**config.mk**
```make
export PLATFORM = sky130hd
export DESIGN_NAME = sbus_frame_receiver
export DESIGN_NICKNAME = d
export VERILOG_FILES = /design/src/design/sbus_frx_pkg.sv /design/src/design/sbus_frx_queue.sv /design/src/design/sbus_frx_front.sv /design/src/design/sbus_frx_back.sv /design/src/design/sbus_frame_receiver.sv
export VERILOG_INCLUDE_DIRS = /design/src /design/src/design
export SDC_FILE = /design/constraint.sdc
export NUM_CORES = 1
export LEC_CHECK = 0
export BUFFER_PORTS_ARGS = -buffer_cell sky130_fd_sc_hd__buf_4
export CORE_ASPECT_RATIO = 1.2
export CORE_MARGIN = 2
export CORE_UTILIZATION = 25
export DETAILED_ROUTE_END_ITERATION = 8
export SYNTH_ARGS = -nofsm -noshare
export SYNTH_HDL_FRONTEND = slang
export SYNTH_SLANG_ARGS = --single-unit
```
**constraint.sdc**
```tcl
create_clock -name clock -period 4.26 [get_ports clock]
set_clock_uncertainty 0.2 [all_clocks]
set_input_delay 0.639 -clock clock [delete_from_list [all_inputs] [get_ports clock]]
set_output_delay 0.639 -clock clock [all_outputs]
set_load 0.05 [all_outputs]
```
**src/design/sbus_frame_receiver_defines.svh**
```systemverilog
// ----------------------------------------------------------------------------
// SBUS frame receiver assertion macros
// Concurrent assertion wrappers for the receiver RTL.
// ----------------------------------------------------------------------------
`ifndef SBUS_FRAME_RECEIVER_DEFINES_SVH
`define SBUS_FRAME_RECEIVER_DEFINES_SVH

// checked property, disabled while reset is high
`define SFR_ASSERT(lbl, clk, rst, prop, msg) \
   lbl: assert property (@(posedge clk) disable iff (rst) prop) else $error(msg);

// checked property, also checked during reset
`define SFR_ASSERT_ALWAYS(lbl, clk, prop, msg) \
   lbl: assert property (@(posedge clk) prop) else $error(msg);

`endif

```
**src/design/sbus_frx_pkg.sv**
```systemverilog
`timescale 1ns / 1ps
// ----------------------------------------------------------------------------
// sbus_frx_pkg
// Types and constants shared by the SBUS frame receiver modules.
// ----------------------------------------------------------------------------
package sbus_frx_pkg;

   localparam int INDEX_W       = 5;
   localparam int PAYLOAD_BYTES = 22;
   localparam int NUM_CH        = 16;
   localparam int CH_W          = 11;
   localparam int CH_IDX_W      = 4;
   localparam int FRAME_BITS    = PAYLOAD_BYTES * 8;

   localparam logic [7:0]          START_BYTE  = 8'h0F;
   localparam logic [INDEX_W-1:0]  PAYLOAD_LEN = INDEX_W'(PAYLOAD_BYTES);
   localparam logic [INDEX_W-1:0]  FRAME_LIMIT = INDEX_W'(25);
   localparam logic [CH_IDX_W-1:0] LAST_CH     = CH_IDX_W'(NUM_CH - 1);

   localparam int QUEUE_DEPTH = 4;
   localparam int QPTR_W      = $clog2(QUEUE_DEPTH);
   localparam int QCNT_W      = $clog2(QUEUE_DEPTH + 1);

   typedef enum logic [1:0] {
      ST_CHANNEL     = 2'd0,
      ST_END_MISSING = 2'd1,
      ST_OVERFLOW    = 2'd2
   } status_type;

   typedef enum logic [1:0] {
      CMD_STORE    = 2'd0,
      CMD_DECODE   = 2'd1,
      CMD_END_ERR  = 2'd2,
      CMD_OVERFLOW = 2'd3
   } cmd_op_type;

   typedef struct packed {
      cmd_op_type         op;
      logic [INDEX_W-1:0] idx;
      logic [7:0]         data;
   } cmd_type;

   typedef struct packed {
      logic    empty;
      logic    full;
      cmd_type head;
   } queue_status_type;

endpackage

```
**src/design/sbus_frx_queue.sv**
```systemverilog
`timescale 1ns / 1ps
`default_nettype none
// ----------------------------------------------------------------------------
// sbus_frx_queue
// Short command queue between the byte classifier and the frame engine.
// ----------------------------------------------------------------------------
module sbus_frx_queue (
   input  wire                            clock,
   input  wire                            reset,
   input  wire                            push,
   input  wire sbus_frx_pkg::cmd_type     push_cmd,
   input  wire                            pop,
   output sbus_frx_pkg::queue_status_type status
);

   sbus_frx_pkg::cmd_type entry_ff [sbus_frx_pkg::QUEUE_DEPTH];

   logic [sbus_frx_pkg::QPTR_W-1:0] wr_ptr_ff, wr_ptr_in;
   logic [sbus_frx_pkg::QPTR_W-1:0] rd_ptr_ff, rd_ptr_in;
   logic [sbus_frx_pkg::QCNT_W-1:0] count_ff, count_in;

   function automatic logic [sbus_frx_pkg::QPTR_W-1:0] next_ptr(
      input logic [sbus_frx_pkg::QPTR_W-1:0] p
   );
      logic [sbus_frx_pkg::QPTR_W-1:0] r;
      if (p == sbus_frx_pkg::QPTR_W'(sbus_frx_pkg::QUEUE_DEPTH - 1)) begin
         r = '0;
      end else begin
         r = p + sbus_frx_pkg::QPTR_W'(1);
      end
      return r;
   endfunction

   always_comb begin
      wr_ptr_in = push ? next_ptr(wr_ptr_ff) : wr_ptr_ff;
      rd_ptr_in = pop  ? next_ptr(rd_ptr_ff) : rd_ptr_ff;
      count_in  = count_ff;
      if (push && !pop) begin
         count_in = count_ff + sbus_frx_pkg::QCNT_W'(1);
      end else if (!push && pop) begin
         count_in = count_ff - sbus_frx_pkg::QCNT_W'(1);
      end
   end

   always_ff @(posedge clock) begin
      if (reset) begin
         wr_ptr_ff <= '0;
         rd_ptr_ff <= '0;
         count_ff  <= '0;
      end else begin
         wr_ptr_ff <= wr_ptr_in;
         rd_ptr_ff <= rd_ptr_in;
         count_ff  <= count_in;
      end
   end

   always_ff @(posedge clock) begin
      if (push) begin
         entry_ff[wr_ptr_ff] <= push_cmd;
      end
   end

   assign status = '{
      empty: (count_ff == '0),
      full:  (count_ff == sbus_frx_pkg::QCNT_W'(sbus_frx_pkg::QUEUE_DEPTH)),
      head:  entry_ff[rd_ptr_ff]
   };

endmodule
`default_nettype wire

```
**src/design/sbus_frx_front.sv**
```systemverilog
`timescale 1ns / 1ps
`default_nettype none
// ----------------------------------------------------------------------------
// sbus_frx_front
// Tracks the write index and end-marker state and turns payload bytes, frame
// ends and errors into commands for the frame engine.
// ----------------------------------------------------------------------------
module sbus_frx_front (
   input  wire                        clock,
   input  wire                        reset,
   input  wire                        accept,
   input  wire [7:0]                  rx_byte,
   output logic                       push,
   output sbus_frx_pkg::cmd_type      push_cmd
);

   logic [sbus_frx_pkg::INDEX_W-1:0] write_index_ff, write_index_in;
   logic                             await_end_ff, await_end_in;

   always_comb begin
      write_index_in = write_index_ff;
      await_end_in   = await_end_ff;
      push           = 1'b0;
      push_cmd.op    = sbus_frx_pkg::CMD_STORE;
      push_cmd.idx   = write_index_ff;
      push_cmd.data  = rx_byte;
      if (accept) begin
         if (await_end_ff) begin
            // any byte here is the second end marker, 0x0F included
            await_end_in = 1'b0;
            if (rx_byte != 8'h00) begin
               push        = 1'b1;
               push_cmd.op = sbus_frx_pkg::CMD_END_ERR;
            end else if (write_index_ff == sbus_frx_pkg::PAYLOAD_LEN) begin
               push        = 1'b1;
               push_cmd.op = sbus_frx_pkg::CMD_DECODE;
            end
         end else if (rx_byte == sbus_frx_pkg::START_BYTE) begin
            write_index_in = '0;
         end else if (write_index_ff < sbus_frx_pkg::FRAME_LIMIT) begin
            if (rx_byte == 8'h00) begin
               await_end_in = 1'b1;
            end else begin
               // bytes past the payload only advance the index
               push           = (write_index_ff < sbus_frx_pkg::PAYLOAD_LEN);
               write_index_in = write_index_ff + sbus_frx_pkg::INDEX_W'(1);
            end
         end else begin
            push        = 1'b1;
            push_cmd.op = sbus_frx_pkg::CMD_OVERFLOW;
         end
      end
   end

   always_ff @(posedge clock) begin
      if (reset) begin
         write_index_ff <= '0;
         await_end_ff   <= 1'b0;
      end else begin
         write_index_ff <= write_index_in;
         await_end_ff   <= await_end_in;
      end
   end

endmodule
`default_nettype wire

```
**src/design/sbus_frx_back.sv**
```systemverilog
`timescale 1ns / 1ps
`default_nettype none
`include "sbus_frame_receiver_defines.svh"
// ----------------------------------------------------------------------------
// sbus_frx_back
// Frame engine: stores payload bytes, unpacks the sixteen channels one per
// cycle unless stalled, and holds the result beat in the output register.
// ----------------------------------------------------------------------------
module sbus_frx_back (
   input  wire                                   clock,
   input  wire                                   reset,
   input  wire sbus_frx_pkg::queue_status_type   q_status,
   output logic                                  pop,
   output logic                                  rsp_valid,
   input  wire                                   rsp_stall,
   output logic [1:0]                            rsp_status,
   output logic [sbus_frx_pkg::CH_IDX_W-1:0]     rsp_channel_index,
   output logic [sbus_frx_pkg::CH_W-1:0]         rsp_channel_value,
   output logic                                  rsp_last
);

   logic [7:0] frame_bytes_ff [sbus_frx_pkg::PAYLOAD_BYTES];

   logic [sbus_frx_pkg::FRAME_BITS-1:0] shreg_ff, shreg_in;
   logic                                dec_active_ff, dec_active_in;
   logic [sbus_frx_pkg::CH_IDX_W-1:0]   ch_cnt_ff, ch_cnt_in;

   logic                                rsp_valid_ff, rsp_valid_in;
   sbus_frx_pkg::status_type            rsp_status_ff, rsp_status_in;
   logic [sbus_frx_pkg::CH_IDX_W-1:0]   rsp_index_ff, rsp_index_in;
   logic [sbus_frx_pkg::CH_W-1:0]       rsp_value_ff, rsp_value_in;
   logic                                rsp_last_ff, rsp_last_in;

   logic out_free, emit, pop_err, pop_store, pop_decode, load_rsp;
   logic chan_last_beat, idx_is_last, last_emit;
   sbus_frx_pkg::cmd_type head;

   assign head     = q_status.head;
   assign out_free = !rsp_valid_ff || !rsp_stall;

   always_comb begin
      pop = 1'b0;
      if (!q_status.empty && !dec_active_ff) begin
         case (head.op)
            sbus_frx_pkg::CMD_STORE,
            sbus_frx_pkg::CMD_DECODE:   pop = 1'b1;
            sbus_frx_pkg::CMD_END_ERR,
            sbus_frx_pkg::CMD_OVERFLOW: pop = out_free;
            default:                    pop = 1'b0;
         endcase
      end
   end

   assign pop_store  = pop && (head.op == sbus_frx_pkg::CMD_STORE);
   assign pop_decode = pop && (head.op == sbus_frx_pkg::CMD_DECODE);
   assign pop_err    = pop && ((head.op == sbus_frx_pkg::CMD_END_ERR) ||
                               (head.op == sbus_frx_pkg::CMD_OVERFLOW));
   assign emit       = dec_active_ff && out_free;
   assign load_rsp   = emit || pop_err;

   always_comb begin
      shreg_in      = shreg_ff;
      dec_active_in = dec_active_ff;
      ch_cnt_in     = ch_cnt_ff;
      rsp_status_in = rsp_status_ff;
      rsp_index_in  = rsp_index_ff;
      rsp_value_in  = rsp_value_ff;
      rsp_last_in   = rsp_last_ff;
      rsp_valid_in  = out_free ? load_rsp : rsp_valid_ff;
      if (pop_decode) begin
         dec_active_in = 1'b1;
         ch_cnt_in     = '0;
      end else if (emit) begin
         shreg_in      = shreg_ff >> sbus_frx_pkg::CH_W;
         ch_cnt_in     = ch_cnt_ff + sbus_frx_pkg::CH_IDX_W'(1);
         dec_active_in = (ch_cnt_ff != sbus_frx_pkg::LAST_CH);
         rsp_status_in = sbus_frx_pkg::ST_CHANNEL;
         rsp_index_in  = ch_cnt_ff;
         rsp_value_in  = shreg_ff[sbus_frx_pkg::CH_W-1:0];
         rsp_last_in   = (ch_cnt_ff == sbus_frx_pkg::LAST_CH);
      end else if (pop_err) begin
         rsp_status_in = (head.op == sbus_frx_pkg::CMD_END_ERR) ?
                         sbus_frx_pkg::ST_END_MISSING : sbus_frx_pkg::ST_OVERFLOW;
         rsp_index_in  = '0;
         rsp_value_in  = '0;
         rsp_last_in   = 1'b1;
      end
   end

   always_ff @(posedge clock) begin
      if (reset) begin
         dec_active_ff <= 1'b0;
         ch_cnt_ff     <= '0;
         rsp_valid_ff  <= 1'b0;
      end else begin
         dec_active_ff <= dec_active_in;
         ch_cnt_ff     <= ch_cnt_in;
         rsp_valid_ff  <= rsp_valid_in;
      end
   end

   always_ff @(posedge clock) begin
      if (pop_decode) begin
         // byte 0 lands in the low bits: channels read little-endian
         for (int i = 0; i < sbus_frx_pkg::PAYLOAD_BYTES; i++) begin
            shreg_ff[i*8 +: 8] <= frame_bytes_ff[i];
         end
      end else begin
         shreg_ff <= shreg_in;
      end
      rsp_status_ff <= rsp_status_in;
      rsp_index_ff  <= rsp_index_in;
      rsp_value_ff  <= rsp_value_in;
      rsp_last_ff   <= rsp_last_in;
      if (pop_store) begin
         frame_bytes_ff[head.idx] <= head.data;
      end
   end

   assign rsp_valid         = rsp_valid_ff;
   assign rsp_status        = rsp_status_ff;
   assign rsp_channel_index = rsp_index_ff;
   assign rsp_channel_value = rsp_value_ff;
   assign rsp_last          = rsp_last_ff;

   assign chan_last_beat = rsp_valid_ff && rsp_last_ff &&
                           (rsp_status_ff == sbus_frx_pkg::ST_CHANNEL);
   assign idx_is_last    = (rsp_index_ff == sbus_frx_pkg::LAST_CH);
   assign last_emit      = emit && (ch_cnt_ff == sbus_frx_pkg::LAST_CH);

   `SFR_ASSERT(a_no_pop_while_decoding, clock, reset, dec_active_ff |-> !pop, "pop during unpack")
   `SFR_ASSERT(a_last_channel_is_15, clock, reset, chan_last_beat |-> idx_is_last, "last off ch 15")
   `SFR_ASSERT(a_decode_ends, clock, reset, last_emit |=> !dec_active_ff, "unpack overran")

endmodule
`default_nettype wire

```
**src/design/sbus_frame_receiver.sv**
```systemverilog
// Error beats pass the command queue and the output register; channel beats
// also pass the unpack shifter between them. Throughput: one byte per cycle
// unless req_stall; a frame's 16 channel beats leave one per cycle unless
// rsp_stall, set by the single unpack shifter, and back up the 4-entry queue.
// Reset clears the index, end flag, queue and output valid; stored bytes stay.
`timescale 1ns / 1ps
`default_nettype none
// ----------------------------------------------------------------------------
// sbus_frame_receiver
// SBUS byte stream to sixteen 11-bit channel values, with end-marker and
// overflow error beats.
// ----------------------------------------------------------------------------
module sbus_frame_receiver (
   input  wire                                clock,
   input  wire                                reset,
   input  wire                                req_valid,
   output logic                               req_stall,
   input  wire [7:0]                          req_rx_byte,
   output logic                               rsp_valid,
   input  wire                                rsp_stall,
   output logic [1:0]                         rsp_status,
   output logic [sbus_frx_pkg::CH_IDX_W-1:0]  rsp_channel_index,
   output logic [sbus_frx_pkg::CH_W-1:0]      rsp_channel_value,
   output logic                               rsp_last
);

   sbus_frx_pkg::queue_status_type q_status;
   sbus_frx_pkg::cmd_type          push_cmd;
   logic                           push, pop, accept;

   assign req_stall = q_status.full;
   assign accept    = req_valid && !req_stall;

   sbus_frx_front u_front (
      .clock    (clock),
      .reset    (reset),
      .accept   (accept),
      .rx_byte  (req_rx_byte),
      .push     (push),
      .push_cmd (push_cmd)
   );

   sbus_frx_queue u_queue (
      .clock    (clock),
      .reset    (reset),
      .push     (push),
      .push_cmd (push_cmd),
      .pop      (pop),
      .status   (q_status)
   );

   sbus_frx_back u_back (
      .clock             (clock),
      .reset             (reset),
      .q_status          (q_status),
      .pop               (pop),
      .rsp_valid         (rsp_valid),
      .rsp_stall         (rsp_stall),
      .rsp_status        (rsp_status),
      .rsp_channel_index (rsp_channel_index),
      .rsp_channel_value (rsp_channel_value),
      .rsp_last          (rsp_last)
   );

endmodule
`default_nettype wire

```
# Yosys cells after proc, flatten, opt, wreduce, memory -nomap -nowiden
# Memories as Yosys holds them, arrays and structs flattened. A register that Yosys moved wholly into a read port is not among the register bits.
# Cells that the tools add are included.
[word_totals] reg_bits=213 mem_bits_rw=236 inputBits=12 word_cells=111 mem_count=2
[mem_list] name="u_back.frame_bytes_ff" words=22 width=8 read_ports=22 rd_ports_with_merged_regs=0 wr=1 line="sbus_frx_back.sv:22" text="logic [7:0] frame_bytes_ff [sbus_frx_pkg::PAYLOAD_BYTES];"
[mem_list] name="u_queue.entry_ff" words=4 width=15 read_ports=1 rd_ports_with_merged_regs=1 wr=1 line="sbus_frx_queue.sv:16" text="sbus_frx_pkg::cmd_type entry_ff [sbus_frx_pkg::QUEUE_DEPTH];"
[op_classes] add_sub_neg=6 n_lt_le_gt_ge=2 n_eq_ne=11 n_mux=44 bitwise=2 reduce_logical=31
[ops] operator="$mux W176" n=2
[ops] operator="$mux W11" n=2
[ops] operator="$mux W2" n=11
[ops] operator="$mux W1" n=21
[ops] operator="$mux W5" n=3
[ops] operator="$lt A5 B5 Y1 const B" n=2
[ops] operator="$eq A2 B2 Y1 const B" n=4
[ops] operator="$eq A8 B4 Y1 const B" n=1
[ops] operator="$logic_and A1 B1 Y1" n=8
[ops] operator="$logic_not A8 Y1" n=1
[ops] operator="$mux W4" n=2
[ops] operator="$reduce_bool A2 Y1" n=4
[ops] operator="$reduce_bool A8 Y1" n=1
[ops] operator="$logic_not A1 Y1" n=7
[ops] operator="$mux W3" n=2
[ops] operator="$reduce_or A2 Y1" n=3
[ops] operator="$add A5 B1 Y5 const B" n=1
[ops] operator="$eq A5 B5 Y1 const B" n=1
[ops] operator="$add A2 B1 Y2 const B" n=2
[ops] operator="$add A4 B1 Y4 const B" n=1
[ops] operator="$eq A4 B4 Y1 const B" n=1
[ops] operator="$ne A4 B4 Y1 const B" n=1
[ops] operator="$reduce_and A4 Y1" n=1
[ops] operator="$add A3 B1 Y3 const B" n=1
[ops] operator="other kinds (10)" n=13

# Longest topological paths before layout
[depth] word_depth=10 depth_mapped=11 depth_no_buf=11

# Cells and area by module
# A second synthesis with hierarchy kept.
[unflattened] hier_cells=844 hier_area_um2=16998.8
[modules_own_cells] module="sbus_frx_back" n_inst=1 cells_per_inst=658 area_each_um2=13799.5
[modules_own_cells] module="sbus_frx_queue" n_inst=1 cells_per_inst=122 area_each_um2=2635.0
[modules_own_cells] module="sbus_frx_front" n_inst=1 cells_per_inst=63 area_each_um2=550.5
[modules_own_cells] module="sbus_frame_receiver" n_inst=1 cells_per_inst=1 area_each_um2=13.8

# Least setup slack after synthesis
# Ideal clock, no wire load.
[synth_path] kind="register to register" from="register with a tool-made name" to="register u_back.shreg_ff[0] (netlist bit), enable pin" setup_ps=462 t_arrival_ps=3929 required_ps=3598 path_slack_ps=-332 path_stages_with_launch=9 path_cell_list="dfxtp_1 > buf_6 > mux4_2 > nor3_4 > and2_1 > buf_6 > buf_12 > buf_8 > or2_2"
[synth_rtl] element="end signal: indexed assignment" line="sbus_frx_back.sv:106" text="shreg_ff[i*8 +: 8] <= frame_bytes_ff[i];"
[synth_rtl] element="end signal: assignment" line="sbus_frx_back.sv:109" text="shreg_ff <= shreg_in;"
[synth_rtl] element="end: declaration" line="sbus_frx_back.sv:24" text="logic [sbus_frx_pkg::FRAME_BITS-1:0] shreg_ff, shreg_in;"

==> impl_metrics.py <==
metrics = {
    "hold_path": {
        "worstHoldStart": "req_rx_byte[7]",
        "hold_path_class": "primary input to flip-flop",
        "min_to": "u_queue.entry_ff[3][7]",
        "hold_path_depth": 1,
    },
    "power": {
        "powerDensity_nw_per_um2": 774,
        "peakVddDrop_uv": 799,
        "p_leak_nw": 6.54,
    },
    "synthesis": {
        "synth-seq-cells": 451,
        "synth_area_um2": 17300,
        "ys_types": 52,
        "synth_fp_nets": 860,
        "synthFlopType": "edfxtp_1",
        "ys_async_sr_fraction_pct": 0,
        "yosysTopAreaCellShare_pct": 74.6,
        "yosysWarnings": 0,
        "synth_top_area_cell": "edfxtp_1",
        "syn_area_per_cell_um2": 20.6,
        "ys_top_cells_by_area": "edfxtp_1 75%, mux2_4 7.8%, mux2_2 4.6%",
        "synth_cells": 838,
        "synth.most_common_cell": "edfxtp_1",
        "ys_seq_area_share_pct": 77.1,
        "synth_commonest_cells": "430 x edfxtp_1, 90 x mux2_4, 71 x mux2_2, 35 x nor2_1, 21 x dfxtp_1",
        "synth_edf_count": 430,
    },
    "worst_setup_path": {
        "cpMaxStageDelayCell": "nor2_1",
        "reg2reg_depth": 4,
        "end_kind": "flip-flop",
        "path_max_fanout": 8,
        "timing.rr.end": "u_back.frame_bytes_ff[3][0]",
        "startpoint_type": "flip-flop",
        "path_cells": "mux4_2 > nor4_1 > nand3b_1 > nor2_1",
        "crit_type": "flip-flop to flip-flop",
        "crit_required_ns": 4.25,
        "arrival_ns": 3.63,
        "reg2reg_slack_ns": 0.62,
        "crit_path_max_incr_delay_ns": 0.72,
    },
    "grt": {
        "grt_max_degree": 99,
        "antenna_found_initial": 0,
        "grt_first_pass_wirelength_um": 46900,
        "track_usage_pct": 8.58,
        "grt-ovfl-total": 0,
        "grt_pass1_vias": 7845,
    },
    "floorplanning": {
        "fp-row-count": 105,
        "die_area_um2": 71300,
        "dieHeight_um": 292,
        "floorplan.initialDensity_pct": 25.3,
        "die_width_um": 244,
        "core_um2": 68400,
        "io-pin-count": 32,
    },
    "clock_network": {
        "post_cts_resized": 0,
        "numCtsBuffers": 47,
        "clk_pin_slew_ns": 0.06,
        "htreeDepth": 2,
        "cts_hold_buf": 0,
        "cts_setup_buffers": 0,
        "worstSkewPairLatency_ns": 0.58,
        "cts.sinks": 451,
        "cts_tree": "yes",
        "cts-root-buf": "clkbuf_16",
        "clockBufferDepth": 3,
    },
    "sta": {
        "rsz0062_at_grt": "no",
        "relSlewSlack_pct": 39.8,
        "fin_crit_ns": 3.64,
        "max_clock_freq_mhz": 275,
        "slew_viol_final": 0,
        "finalHoldViolCount": 0,
        "setup_viol": 0,
        "tightest_slew_ns": 0.904,
        "period_share_pct": 85.3,
        "setup_tns_ns": 0,
    },
    "finish": {
        "nets": 922,
        "diodes": 0,
        "area_delta_synth_final_pct": 15.4,
        "drive_gt1_share_pct": 31.0,
        "final_cells": 1848,
    },
    "detailed_routing": {
        "drt_iter0_drc": 567,
        "avgRoutedWirePerCell_um": 16.5,
        "first_pass_iters": 4,
        "vias": 7530,
        "wl_um": 30600,
        "routed_via_density": 4.07,
        "ant_nets": 0,
        "drc": 0,
    },
    "outcome": {
        "status": "completed",
    },
    "place": {
        "place_congestion": 0.715,
        "hpwlAfterDp_um": 17400,
        "port_buffers": 31,
        "dpl.cell_count": 1760,
    },
    "job": {
        "maxCapViolCount": 0,
    },
}
## registers in the layout (all words and copies together), names as in the netlist, 2 cells and up, named ones only
register	flops
u_back.frame_bytes_ff	176
u_back.rsp_status	2
u_back.shreg_ff	176
u_queue.entry_ff	60
u_queue.count_ff	3
u_back.rsp_channel_value	11
u_queue.rd_ptr_ff	2
u_back.ch_cnt_ff	4
u_back.rsp_channel_index	4
u_queue.wr_ptr_ff	2
u_front.write_index_ff	5
## cell families after synthesis
| family | count (synthesis) | synth area share (%) |
|---|---|---|
| AND/OR/NAND/NOR | 116 | 3.68 |
| adder cells (fa/ha/maj) | 10 | 0.767 |
| multiplexers | 186 | 15.0 |
| flip-flops | 451 | 77.1 |
| buffers and inverters | 42 | 2.16 |
| XOR/XNOR | 5 | 0.253 |
| AO/OA/AOI/OAI | 28 | 1.08 |
## metal layers
metal	vias to the layer above	wire, um	GRT usage, %	part of all wire, %
li1	3420	-	-	-
met2	162	15300	14.5	50
met5	-	0	0	0
met4	0	729	3.14	2.4
met3	47	1480	1.77	4.9
met1	3901	13000	10.8	43
## worst max-delay path by stage
stage                             endpoint  slack, ns  cells past startpoint
2_1_floorplan           u_back.shreg_ff[0]       0.55                      8
3_3_place_gp   u_back.frame_bytes_ff[3][3]       0.59                      4
3_5_place_dp   u_back.frame_bytes_ff[3][0]       0.60                      4
4_1_cts        u_back.frame_bytes_ff[3][0]       0.56                      4
5_1_grt        u_back.frame_bytes_ff[3][6]       0.36                      4
6_report       u_back.frame_bytes_ff[3][0]       0.62                      4
## worst max-delay path, delay by kind of cell (launching register included)
kind | cells | cell delay, ns
mux | 1 | 0.67
flops | 1 | 0.64
simple gates | 3 | 1.74
## per-stage QoR
stage	hold slack (ns)	power (mW)	area, um^2	util (%)	worst slack, ns
floorplan	0.267	10.6	17300	-	0.551
global placement	0.283	11.6	18500	27.0	0.595
detailed placement	0.303	11.7	18500	27.0	0.596
CTS	0.0376	15.7	20000	29.2	0.562
global route	0.0427	16.2	20000	29.2	0.359
finish	0.0624	15.5	20000	29.2	0.625
## power by group
part / leakage, nW / internal [mW] / switching [mW] / total [mW]
logic: 1.68 / 1.77 / 2.36 / 4.14
clock network: 0.731 / 2.31 / 1.67 / 3.98
registers: 4.13 / 6.95 / 0.388 / 7.34
total: 6.54 / 11.0 / 4.42 / 15.5
## cells in the final DEF, fill, tap and decap left out, drive strengths merged, types with 3 or more instances in the layout
| cell type | synthesis | layout |
|---|---|---|
| mux4 | 15 | 15 |
| nand3b | 3 | 3 |
| clkbuf | 9 | 66 |
| mux2 | 166 | 166 |
| bufinv | 0 | 3 |
| xor2 | 4 | 4 |
| nand2 | 9 | 9 |
| and2 | 20 | 20 |
| ha | 9 | 9 |
| a21oi | 10 | 10 |
| nor3 | 7 | 7 |
| edfxtp | 430 | 430 |
| and3 | 11 | 11 |
| dfxtp | 21 | 21 |
| buf | 22 | 44 |
| inv | 11 | 14 |
| nor2 | 35 | 35 |
| nand3 | 7 | 7 |
| clkinv | 0 | 16 |
| o21ai | 5 | 5 |
| mux2i | 5 | 5 |
| or4 | 7 | 7 |
| nand4 | 3 | 3 |
## final cells by class
class                      count  area (um^2)
tap                          909         1140
clock inverter                22          220
multi-input combinational    345         3600
inverter                      11         41.3
timing repair buffer          44          355
fill                        6646        48500
sequential                   451        13300
clock buffer                  66         1290
No activity file was read; power rests on OpenSTA's default activity.
